$ cat src/rtl/lge_pkg.sv
// Shared types and constants of the life generation engine.
// Holds the command codes, the word formats, the controller states and the
// command and status structs that join the controller and the datapath.
`default_nettype none

package lge_pkg;

	typedef enum logic [2:0] {
		CMD_WRITE  = 3'd0,
		CMD_TOGGLE = 3'd1,
		CMD_CLEAR  = 3'd2,
		CMD_STEP   = 3'd3,
		CMD_READ   = 3'd4
	} lge_cmd_t;

	localparam logic [3:0] NBR_SURVIVE = 4'd2;
	localparam logic [3:0] NBR_BIRTH   = 4'd3;

	typedef struct packed {
		logic [2:0] cmd;
		logic [5:0] col;
		logic [5:0] row;
		logic       value;
	} lge_in_t;

	typedef struct packed {
		logic       cell_res;
		logic [2:0] done_cmd;
	} lge_out_t;

	typedef enum logic [3:0] {
		ST_INIT,
		ST_IDLE,
		ST_DISP,
		ST_CLR,
		ST_MOD,
		ST_GEN1,
		ST_GEN2,
		ST_ROW,
		ST_DONE
	} lge_state_t;

	typedef enum logic [2:0] {
		RD_CELL,
		RD_LAST,
		RD_ZERO,
		RD_CNT1,
		RD_CNT2
	} lge_rd_sel_t;

	typedef enum logic [1:0] {
		WR_ZERO,
		WR_CELL,
		WR_GEN
	} lge_wr_sel_t;

	typedef struct packed {
		logic        capture;
		logic        rd_en;
		lge_rd_sel_t rd_sel;
		logic        wr_en;
		lge_wr_sel_t wr_sel;
		logic        cnt_clr;
		logic        cnt_inc;
		logic        ld_prev;
		logic        ld_first;
		logic        shift;
		logic        res_ld;
		logic        out_ld;
	} lge_ctl_t;

	typedef struct packed {
		logic [2:0] cmd;
		logic       cnt_last;
		logic       out_free;
	} lge_stat_t;

endpackage

`default_nettype wire

$ cat src/rtl/lge_datapath.sv
// Datapath of the life generation engine: board row memory, row window,
// next-generation logic, row counter, cell update and the output register.
// Depends on lge_pkg; driven by lge_controller through lge_ctl_t.
`default_nettype none

module lge_datapath #(
	parameter int WIDTH  = 64,
	parameter int HEIGHT = 64
) (
	input  wire                  clk,
	input  wire                  arst_n,
	input  lge_pkg::lge_in_t     in_data,
	input  lge_pkg::lge_ctl_t    ctl,
	output lge_pkg::lge_stat_t   stat,
	output logic                 out_valid,
	input  wire                  out_ready,
	output lge_pkg::lge_out_t    out_data
);

	localparam int CW = $clog2(WIDTH);
	localparam int RW = $clog2(HEIGHT);
	localparam logic [RW-1:0] ROW_LAST = RW'(HEIGHT - 1);

	logic [WIDTH-1:0] mem_q [HEIGHT];
	logic [WIDTH-1:0] rdata_q;
	logic [WIDTH-1:0] prev_q;
	logic [WIDTH-1:0] cur_q;
	logic [WIDTH-1:0] first_q;
	lge_pkg::lge_in_t item_q;
	logic             res_q;
	logic [RW-1:0]    cnt_q;
	logic             out_valid_q;
	lge_pkg::lge_out_t out_q;

	logic [WIDTH-1:0] nxt_row;
	logic [WIDTH-1:0] gen_row;
	logic [WIDTH-1:0] cell_row;
	logic [WIDTH-1:0] wdata;
	logic [RW-1:0]    waddr;
	logic [RW-1:0]    raddr;
	logic [RW:0]      cnt_plus2;
	logic [CW-1:0]    col_idx;
	logic [RW-1:0]    row_idx;
	logic             on_board;
	logic             is_cell_cmd;
	logic             is_mod_cmd;
	logic             old_bit;
	logic             new_bit;

	assign col_idx  = CW'(item_q.col);
	assign row_idx  = RW'(item_q.row);
	assign on_board = (32'(item_q.col) < WIDTH) && (32'(item_q.row) < HEIGHT);
	assign is_mod_cmd = (item_q.cmd == lge_pkg::CMD_WRITE) ||
		(item_q.cmd == lge_pkg::CMD_TOGGLE);
	assign is_cell_cmd = is_mod_cmd || (item_q.cmd == lge_pkg::CMD_READ);

	assign nxt_row = stat.cnt_last ? first_q : rdata_q;

	always_comb begin
		int cl;
		int cr;
		logic [3:0] n;
		gen_row = '0;
		for (int c = 0; c < WIDTH; c++) begin
			cl = (c == 0) ? WIDTH - 1 : c - 1;
			cr = (c == WIDTH - 1) ? 0 : c + 1;
			n = 4'(prev_q[cl]) + 4'(prev_q[c]) + 4'(prev_q[cr]) +
				4'(cur_q[cl]) + 4'(cur_q[cr]) +
				4'(nxt_row[cl]) + 4'(nxt_row[c]) + 4'(nxt_row[cr]);
			gen_row[c] = (n == lge_pkg::NBR_BIRTH) ||
				(cur_q[c] && (n == lge_pkg::NBR_SURVIVE));
		end
	end

	always_comb begin
		old_bit = rdata_q[col_idx];
		unique case (item_q.cmd)
			lge_pkg::CMD_WRITE:  new_bit = item_q.value;
			lge_pkg::CMD_TOGGLE: new_bit = ~old_bit;
			default:             new_bit = old_bit;
		endcase
		cell_row = rdata_q;
		cell_row[col_idx] = new_bit;
	end

	assign cnt_plus2 = {1'b0, cnt_q} + (RW + 1)'(2);

	always_comb begin
		unique case (ctl.rd_sel)
			lge_pkg::RD_CELL: raddr = row_idx;
			lge_pkg::RD_LAST: raddr = ROW_LAST;
			lge_pkg::RD_ZERO: raddr = '0;
			lge_pkg::RD_CNT1: raddr = cnt_q + RW'(1);
			lge_pkg::RD_CNT2: begin
				if (32'(cnt_plus2) >= HEIGHT) begin
					raddr = RW'(32'(cnt_plus2) - HEIGHT);
				end else begin
					raddr = cnt_plus2[RW-1:0];
				end
			end
			default: raddr = '0;
		endcase
	end

	always_comb begin
		unique case (ctl.wr_sel)
			lge_pkg::WR_CELL: begin
				waddr = row_idx;
				wdata = cell_row;
			end
			lge_pkg::WR_GEN: begin
				waddr = cnt_q;
				wdata = gen_row;
			end
			default: begin
				waddr = cnt_q;
				wdata = '0;
			end
		endcase
	end

	always_ff @(posedge clk) begin
		if (ctl.wr_en && (ctl.wr_sel != lge_pkg::WR_CELL || (on_board && is_mod_cmd))) begin
			mem_q[waddr] <= wdata;
		end
		if (ctl.rd_en) begin
			rdata_q <= mem_q[raddr];
		end
	end

	always_ff @(posedge clk) begin
		if (ctl.capture) begin
			item_q <= in_data;
			res_q  <= 1'b0;
		end else if (ctl.res_ld) begin
			res_q <= on_board && is_cell_cmd && new_bit;
		end
		if (ctl.ld_prev) begin
			prev_q <= rdata_q;
		end
		if (ctl.ld_first) begin
			first_q <= rdata_q;
			cur_q   <= rdata_q;
		end
		if (ctl.shift) begin
			prev_q <= cur_q;
			cur_q  <= nxt_row;
		end
		if (ctl.out_ld) begin
			out_q.cell_res <= res_q;
			out_q.done_cmd <= item_q.cmd;
		end
	end

	always_ff @(posedge clk or negedge arst_n) begin
		if (!arst_n) begin
			cnt_q       <= '0;
			out_valid_q <= 1'b0;
		end else begin
			if (ctl.cnt_clr) begin
				cnt_q <= '0;
			end else if (ctl.cnt_inc) begin
				cnt_q <= cnt_q + RW'(1);
			end
			if (ctl.out_ld) begin
				out_valid_q <= 1'b1;
			end else if (out_ready) begin
				out_valid_q <= 1'b0;
			end
		end
	end

	assign stat.cmd      = item_q.cmd;
	assign stat.cnt_last = (cnt_q == ROW_LAST);
	assign stat.out_free = !out_valid_q || out_ready;

	assign out_valid = out_valid_q;
	assign out_data  = out_q;

endmodule

`default_nettype wire

$ cat src/rtl/lge_controller.sv
// Controller state machine of the life generation engine.
// Sequences the reset clearing pass, cell commands, clear and the row sweep of
// a generation step; depends on lge_pkg and drives lge_datapath.
`default_nettype none

module lge_controller (
	input  wire                 clk,
	input  wire                 arst_n,
	input  wire                 in_valid,
	output logic                in_ready,
	input  lge_pkg::lge_stat_t  stat,
	output lge_pkg::lge_ctl_t   ctl
);

	lge_pkg::lge_state_t state_q;
	lge_pkg::lge_state_t state_d;

	always_ff @(posedge clk or negedge arst_n) begin
		if (!arst_n) begin
			state_q <= lge_pkg::ST_INIT;
		end else begin
			state_q <= state_d;
		end
	end

	always_comb begin
		state_d = state_q;
		unique case (state_q)
			lge_pkg::ST_INIT: begin
				if (stat.cnt_last) state_d = lge_pkg::ST_IDLE;
			end
			lge_pkg::ST_IDLE: begin
				if (in_valid) state_d = lge_pkg::ST_DISP;
			end
			lge_pkg::ST_DISP: begin
				unique case (stat.cmd)
					lge_pkg::CMD_WRITE,
					lge_pkg::CMD_TOGGLE,
					lge_pkg::CMD_READ:  state_d = lge_pkg::ST_MOD;
					lge_pkg::CMD_CLEAR: state_d = lge_pkg::ST_CLR;
					lge_pkg::CMD_STEP:  state_d = lge_pkg::ST_GEN1;
					default:            state_d = lge_pkg::ST_DONE;
				endcase
			end
			lge_pkg::ST_CLR: begin
				if (stat.cnt_last) state_d = lge_pkg::ST_DONE;
			end
			lge_pkg::ST_MOD:  state_d = lge_pkg::ST_DONE;
			lge_pkg::ST_GEN1: state_d = lge_pkg::ST_GEN2;
			lge_pkg::ST_GEN2: state_d = lge_pkg::ST_ROW;
			lge_pkg::ST_ROW: begin
				if (stat.cnt_last) state_d = lge_pkg::ST_DONE;
			end
			lge_pkg::ST_DONE: begin
				if (stat.out_free) state_d = lge_pkg::ST_IDLE;
			end
			default: state_d = lge_pkg::ST_IDLE;
		endcase
	end

	always_comb begin
		ctl        = '0;
		ctl.rd_sel = lge_pkg::RD_CELL;
		ctl.wr_sel = lge_pkg::WR_ZERO;
		in_ready   = 1'b0;
		unique case (state_q)
			lge_pkg::ST_INIT, lge_pkg::ST_CLR: begin
				ctl.wr_en   = 1'b1;
				ctl.cnt_inc = 1'b1;
			end
			lge_pkg::ST_IDLE: begin
				in_ready    = 1'b1;
				ctl.capture = in_valid;
			end
			lge_pkg::ST_DISP: begin
				ctl.cnt_clr = 1'b1;
				ctl.rd_en   = 1'b1;
				if (stat.cmd == lge_pkg::CMD_STEP) begin
					ctl.rd_sel = lge_pkg::RD_LAST;
				end
			end
			lge_pkg::ST_MOD: begin
				ctl.wr_en  = 1'b1;
				ctl.wr_sel = lge_pkg::WR_CELL;
				ctl.res_ld = 1'b1;
			end
			lge_pkg::ST_GEN1: begin
				ctl.ld_prev = 1'b1;
				ctl.rd_en   = 1'b1;
				ctl.rd_sel  = lge_pkg::RD_ZERO;
			end
			lge_pkg::ST_GEN2: begin
				ctl.ld_first = 1'b1;
				ctl.rd_en    = 1'b1;
				ctl.rd_sel   = lge_pkg::RD_CNT1;
			end
			lge_pkg::ST_ROW: begin
				ctl.wr_en   = 1'b1;
				ctl.wr_sel  = lge_pkg::WR_GEN;
				ctl.shift   = 1'b1;
				ctl.rd_en   = 1'b1;
				ctl.rd_sel  = lge_pkg::RD_CNT2;
				ctl.cnt_inc = 1'b1;
			end
			lge_pkg::ST_DONE: begin
				ctl.out_ld = stat.out_free;
			end
			default: begin
				ctl = '0;
			end
		endcase
	end

endmodule

`default_nettype wire

$ cat src/rtl/life_generation_engine_unit.sv
// Top level of the life generation engine: a toroidal life board of WIDTH by
// HEIGHT cells. Instantiates lge_controller and lge_datapath; uses lge_pkg.
//
//  channel | signals                      | word
//  --------+------------------------------+----------------------------------
//  input   | in_valid, in_ready, in_data  | lge_in_t: cmd, col, row, value
//  output  | out_valid, out_ready, out_data | lge_out_t: cell_res, done_cmd
//
// Write, toggle and read go from acceptance to a loaded result through a row read,
// a row write and the output load; unknown commands go from the row read straight
// to the output load. Clear and step pass one board row per cycle through the row
// memory, and the controller returns to idle before the next word is accepted. After
// reset a clearing pass writes every row to zero before in_ready rises. A finished word
// waits in the output register while the next item is worked on, which then stalls.
`default_nettype none

module life_generation_engine_unit #(
	parameter int WIDTH  = 64,
	parameter int HEIGHT = 64
) (
	input  wire                clk,
	input  wire                arst_n,
	input  wire                in_valid,
	output logic               in_ready,
	input  lge_pkg::lge_in_t   in_data,
	output logic               out_valid,
	input  wire                out_ready,
	output lge_pkg::lge_out_t  out_data
);

	lge_pkg::lge_ctl_t  ctl;
	lge_pkg::lge_stat_t stat;

	lge_controller u_ctrl (
		.clk      (clk),
		.arst_n   (arst_n),
		.in_valid (in_valid),
		.in_ready (in_ready),
		.stat     (stat),
		.ctl      (ctl)
	);

	lge_datapath #(
		.WIDTH  (WIDTH),
		.HEIGHT (HEIGHT)
	) u_dp (
		.clk       (clk),
		.arst_n    (arst_n),
		.in_data   (in_data),
		.ctl       (ctl),
		.stat      (stat),
		.out_valid (out_valid),
		.out_ready (out_ready),
		.out_data  (out_data)
	);

endmodule

`default_nettype wire

$ cat config.mk
export PLATFORM = sky130hd
export DESIGN_NAME = life_generation_engine_unit
export DESIGN_NICKNAME = d
export VERILOG_FILES = /design/src/rtl/lge_pkg.sv /design/src/rtl/lge_datapath.sv /design/src/rtl/lge_controller.sv /design/src/rtl/life_generation_engine_unit.sv
export SDC_FILE = /design/constraint.sdc
export NUM_CORES = 2
export LEC_CHECK = 0
export BUFFER_PORTS_ARGS = -buffer_cell sky130_fd_sc_hd__buf_4
export CELL_PAD_IN_SITES_DETAIL_PLACEMENT = 1
export CELL_PAD_IN_SITES_GLOBAL_PLACEMENT = 2
export CORE_MARGIN = 2
export CORE_UTILIZATION = 44
export DETAILED_ROUTE_END_ITERATION = 7
export PLACE_DENSITY = 0.78
export SETUP_SLACK_MARGIN = 0.02
export SLEW_MARGIN = 0
export SYNTH_ARGS = -nofsm -noshare
export SYNTH_HDL_FRONTEND = slang
export SYNTH_SLANG_ARGS = --single-unit
$ cat constraint.sdc
create_clock -name clk -period 7.6 [get_ports clk]
set_clock_uncertainty 0.05 [all_clocks]
set_input_delay 0.38 -clock clk [delete_from_list [all_inputs] [get_ports clk]]
set_output_delay 0.38 -clock clk [all_outputs]
set_load 0.05 [all_outputs]
# After elaboration in Yosys (flattened, before gate mapping)
# Memory sizes are Yosys's and may differ from the RTL's. A register that Yosys moved wholly into a read port is not among the register bits.
# Cells that the tools add are included.
[totals] in_bits=20 ramBits=4096 word_cells=808 n_memories=1 reg_bits=224 out_inout_bits=6
[memory_table] name="u_dp.mem_q" words=64 width=64 rd=1 rd_clocked_by_memory_dff=1 write_ports=1 line="lge_datapath.sv:24" rtl="logic [WIDTH-1:0] mem_q [HEIGHT];"
[op_classes] muxes=40 n_bitwise=1 reduce_logical=148 n_addsub=451 magnitude_cmp=3 n_eq_ne=151
[ops] cell="$add A4 B1 Y4" n=384
[ops] cell="$eq A4 B2 Y1 const B" n=130
[ops] cell="$mux W64" n=5
[ops] cell="$add A1 B1 Y2" n=64
[ops] cell="$pmux W64 S2" n=1
[ops] cell="$logic_or A1 B1 Y1" n=68
[ops] cell="$logic_and A1 B1 Y1" n=67
[ops] cell="$bwmux W64" n=1
[ops] cell="$pmux W4 S8" n=1
[ops] cell="$mux W6" n=4
[ops] cell="$pmux W6 S4" n=1
[ops] cell="$mux W1" n=17
[ops] cell="$eq A4 B3 Y1 const B" n=4
[ops] cell="$mux W4" n=4
[ops] cell="$pmux W4 S4" n=1
[ops] cell="$pmux W4 S3" n=1
[ops] cell="$eq A3 B2 Y1 const B" n=3
[ops] cell="$ne A2 B1 Y1 const B" n=4
[ops] cell="$reduce_bool A2 Y1" n=4
[ops] cell="$add A6 B2 Y7 const B" n=1
[ops] cell="$ge A7 B7 Y1 const B" n=1
[ops] cell="$lt A6 B7 Y1 const B" n=1
[ops] cell="$add A6 B1 Y6 const B" n=1
[ops] cell="$bmux W1 S6" n=1
[ops] cell="21 further kinds" n=25

# Logic depth before layout (Yosys ltp)
[logic_depth] ltp_word=11 mapped_depth=19 ltp_nobuf=17

# Modules after synthesis
# A second synthesis with hierarchy kept.
[hier_totals] cells_unflattened=13162 hier_area_um2=184052.8
[modules_own_cells] mod="lge_datapath" area_each_um2=183562.3 cells_per_inst=13106 seq_area_each_um2=131481.1 instances=1
[modules_own_cells] mod="lge_controller" area_each_um2=490.5 cells_per_inst=56 seq_area_each_um2=100.1 instances=1

# Least setup slack after synthesis
# OpenSTA, ideal clock, no wires.
[synth_timing] path_type="reg-to-reg" start="reg u_dp.cnt_q[0]" end="mem u_dp.mem_q[0][60], data pin" arrival_ns=6.566 n_path_buf=3 synth_period_minus_slack_ns=7.164 setup_slack_ns=0.436 t_required_ns=7.002 stages_incl_launch_ff=16 setup_time_ns=0.548 path_cell_list="dfrtp_1 ha_1 nand3_1 nor2_1 buf_2 buf_2 buf_1 mux2i_1 fa_1 fa_1 fa_1 fa_1 nor3_1 mux2i_1 a2111o_1 a21oi_1"
[synth_via] elab_chain_cells=9 elab_cells_between_ends=10 cone_classes="3 x add/sub; 3 x eq/ne; 2 x mux; 2 x reduce/logical"
[synth_rtl] element="start, declared" line="lge_datapath.sv:31" rtl="logic [RW-1:0] cnt_q;"
[synth_rtl] element="start signal, assigned" line="lge_datapath.sv:163" rtl="cnt_q <= cnt_q + RW'(1);"
[synth_rtl] element="$eq A6 B6 Y1 *" line="lge_datapath.sv:174" rtl="assign stat.cnt_last = (cnt_q == ROW_LAST);"
[synth_rtl] element="$mux W64 *" line="lge_datapath.sv:57" rtl="assign nxt_row = stat.cnt_last ? first_q : rdata_q;"
[synth_rtl] element="$add A4 B1 Y4" line="lge_datapath.sv:68" rtl="4'(cur_q[cl]) + 4'(cur_q[cr]) +"
[synth_rtl] element="$add A4 B1 Y4" line="lge_datapath.sv:69" rtl="4'(nxt_row[cl]) + 4'(nxt_row[c]) + 4'(nxt_row[cr]);"
[synth_rtl] element="$add A4 B1 Y4 *" line="lge_datapath.sv:69"
[synth_rtl] element="$eq A4 B2 Y1" line="lge_datapath.sv:71" rtl="(cur_q[c] && (n == lge_pkg::NBR_SURVIVE));"
[synth_rtl] element="$logic_and A1 B1 Y1" line="lge_datapath.sv:71"
[synth_rtl] element="$logic_or A1 B1 Y1 *" line="lge_datapath.sv:70" rtl="gen_row[c] = (n == lge_pkg::NBR_BIRTH) ||"
[synth_rtl] element="$pmux W64 S2 *" line="lge_datapath.sv:106" rtl="unique case (ctl.wr_sel)"
[synth_rtl] element="via u_dp.wdata[60]" line="lge_datapath.sv:38" rtl="logic [WIDTH-1:0] wdata;"
[synth_rtl] element="end, declared" line="lge_datapath.sv:24"
# Mark *: on every way through the listed nets, which the timed path passes. The rest lies on a longest branch.

# Final worst setup path
[layout_timing] start="reg u_dp.cnt_q[0]" end="mem u_dp.mem_q[45][56], data pin"
# Same word-level chain as after synthesis.

==> metrics.txt <==
initial drt markers=about 16,000; mean area per synthesized cell=17.4 um2; # fillers=around 38,000; ANT nets after route=0; DP HPWL=360,000 um; row cnt=236; H-tree depth=5; setup bufs post-CTS=0; worst skew pair latency=roughly 1000 ps; Hold Startpoint=in_data[11]; Vias=108,000; Max-Cap Viols=0; flops & latches, synth=between 4,000 and 5,000; share of cells above drive strength 1=17.8%; Mapped Cells=10,500; RSZ-0062 raised after global routing=false; commonest cells in the netlist=edfxtp_1 (4,372), nand2_1 (1,173), mux4_2 (728), inv_1 (468), nand3_1 (363); hold crit path type=in -> reg; synthesized area=182,000 um2; Detailed Routing Iterations Pass 1=6; status=finished clean; Leakage=71.5 nW; crit path capture type=flip-flop; clock slew at reported path FFs=~70 ps; vias in the first global route=between 100k and 150k; Post-synth EDFFs=4,372; syn nets=10,900; total track usage=approximately 30%; synth top area cells=edfxtp_1 (72%), mux4_2 (9.0%), nand2_1 (2.4%), fa_1 (2.1%), ha_1 (1.8%); Critical Path Fanout Max=between 60 and 70; CTS tree=done; Power Density=231 nW/um2; Synth Flop Type=edfxtp_1; critical path type=reg -> reg; Sink Count=4,384; global-route wire length before repair=872,000 um; Peak VDD IR=0.000234 V; Yosys cell types=82; Final GP Congestion=0.926; Slew @ Worst Pin=~1400 ps; nets=11,300; Hold WS=slightly above 50 ps; IO buf count=25; Tcrit/Tclk final=between 90% and 100%; Reg2Reg Depth=13; Reg2Reg Setup Slack=400 ps; Die H=approximately 650 um; Core ar.=413,000 um2; Die W=647 um; # DRC=0; Synth top area share=72.1%; io pins=26; endpoints failing hold=0; register area share after synthesis=roughly 72%; worst reg2reg endpoint=u_dp.mem_q[45][56]$_DFFE_PP_; Final min period=7200 ps; Detailed Route WL=roughly 630,000 um; GRT Residual Overflow=0; area leader, netlist=edfxtp_1; CTS root buf=clkbuf_16; WL/cell=38.2 um; worst-case hold path end point=u_dp.col_idx[4]$_DFFE_PP_; Final Util=50.0%; vias per inst=6.51; setup_tns=0 ps; Startpoint Class=flip-flop; Final Max Slew Viols=0; Starting Density=44.1%; Max-slew headroom=3.82%; initial antenna violation count=27; r2r startpoint=u_dp.cnt_q[0]$_DFFE_PN0P_; Num CTS Buffers=435; clock buffer depth=4; critical path required time=8150 ps; Final setup viols=0; Ys Warns=0; most frequent cell after synthesis=edfxtp_1; Worst Path Arrival=7750 ps; WHS Path Cells=2; Area Growth Syn to Fin=13.3%; FMAX=0.139 GHz; largest net degree at the start of global routing=approximately 120; DIE AREA=419,000 um2; ys async rst share=0.251%
==> logic make-up (layout without fill, tap and decap cells) <==
kind of cell               count (synthesis)  count (layout)  synth area share, %
AOI/OAI and AO/OA                       1224            1224                 4.52
xor gates and xnor gates                  69              69                0.332
adders and majority gates                453             453                 3.90
buffers and inverters                   1026            1715                 2.62
DFF                                     4384            4384                 72.3
muxes                                   1023            1023                 10.7
other                                      0               8                    0
and+or+nand+nor                         2280            2280                 5.67
==> critical path, cell delays in order, from the launching register on <==
cell and delay (ps):
dfrtp_1 660, ha_1 370, nand3_1 240, nor2_4 440, buf_4 670, mux2i_1 590
fa_1 510, fa_1 480, fa_1 460, fa_1 500, a211oi_1 260, o21ai_0 180
buf_4 210, a21oi_4 1100
==> state kept, by name, summed over array words and instances, names as in the netlist, 3 cells and up <==
name / flops
u_ctrl.state_q: 4
u_dp.cnt_q: 6
u_dp.col_idx: 6
u_dp.cur_q: 64
u_dp.first_q: 64
u_dp.mem_q: 4096
u_dp.out_data: 4
u_dp.prev_q: 64
u_dp.rdata_q: 64
u_dp.row_idx: 6
u_dp.stat: 3
==> routing by layer <==
metal	share of wire, %	GRT usage [%]	vias to the layer above
li1	-	-	41800
met1	38	40.6	57900
met2	46	47.0	7109
met3	11	6.03	1478
met4	5.3	13.7	12
met5	0.016	0	-
==> through the flow <==
step	setup slack, ps	power [mW]	cell area, um2	std cells
after global placement	830	26.7	192000	15800
after global routing	125	48.6	206000	16600
after CTS	550	47.9	206000	16600
final	395	47.7	206000	16600
after floorplan	436	26.7	182000	10500
after detailed placement	617	26.7	192000	15800
==> where the power goes <==
group | leakage, nW | switching, mW | internal (mW)
clock | 6.79 | 9.59 | 11.9
combinational | 21.8 | 0.0121 | 0.0154
sequential | 42.9 | 0.00000000000000000990 | 26.2
==> worst max-delay path by stage <==
stage                                    startpoint                            to  slack, ps  cells after the start
after CTS                 u_dp.cnt_q[0]$_DFFE_PN0P_  u_dp.mem_q[45][56]$_DFFE_PP_        550                     13
after global routing      u_dp.cnt_q[0]$_DFFE_PN0P_  u_dp.mem_q[45][56]$_DFFE_PP_        130                     13
after floorplan           u_dp.cnt_q[0]$_DFFE_PN0P_   u_dp.mem_q[0][60]$_DFFE_PP_        440                     15
after detailed placement  u_dp.cnt_q[0]$_DFFE_PN0P_  u_dp.mem_q[10][22]$_DFFE_PP_        620                     16
after global placement    u_dp.cnt_q[0]$_DFFE_PN0P_  u_dp.mem_q[57][62]$_DFFE_PP_        830                     16
final                     u_dp.cnt_q[0]$_DFFE_PN0P_  u_dp.mem_q[45][56]$_DFFE_PP_        400                     13
==> layout by cell type (no fill, tap or decap), types with 60 or more instances in the layout <==
cell,netlist,layout
a21oi_1,168,103
a21oi_4,0,65
a22oi_1,85,85
a31oi_1,146,146
a32oi_1,80,80
buf_12,4,120
buf_4,89,298
clkbuf_1,260,60
clkbuf_16,0,437
clkinv_1,0,127
clkinv_2,0,76
edfxtp_1,4372,4372
fa_1,191,191
ha_1,262,260
inv_1,468,467
mux2i_1,256,256
mux4_2,728,728
nand2_1,1173,1167
nand3_1,363,361
nor2_1,323,246
nor2_4,1,78
nor2b_1,100,100
o21a_1,62,62
o21ai_0,214,214
o22ai_1,107,107
o31ai_1,64,64
xnor2_1,68,68
==> cell type report <==
| class | instances | area [um2] | area share (%) |
|---|---|---|---|
| Antenna cell | 8 | 20.0 | 0.00971 |
| Clock buffer | 497 | 11200 | 5.41 |
| Clock inverter | 303 | 2830 | 1.37 |
| Inverter | 470 | 1770 | 0.858 |
| Multi-Input combinational cell | 5049 | 47100 | 22.8 |
| Sequential cell | 4384 | 132000 | 63.8 |
| Tap cell | 5474 | 6850 | 3.32 |
| Timing Repair Buffer | 445 | 4910 | 2.38 |
==> what timing repair did <==
action,4_1_cts,5_1_grt
endpoints found under the hold margin,36,0
hold buffers,27,0
resized for setup,0,0
(Power assumes the default switching activity.)
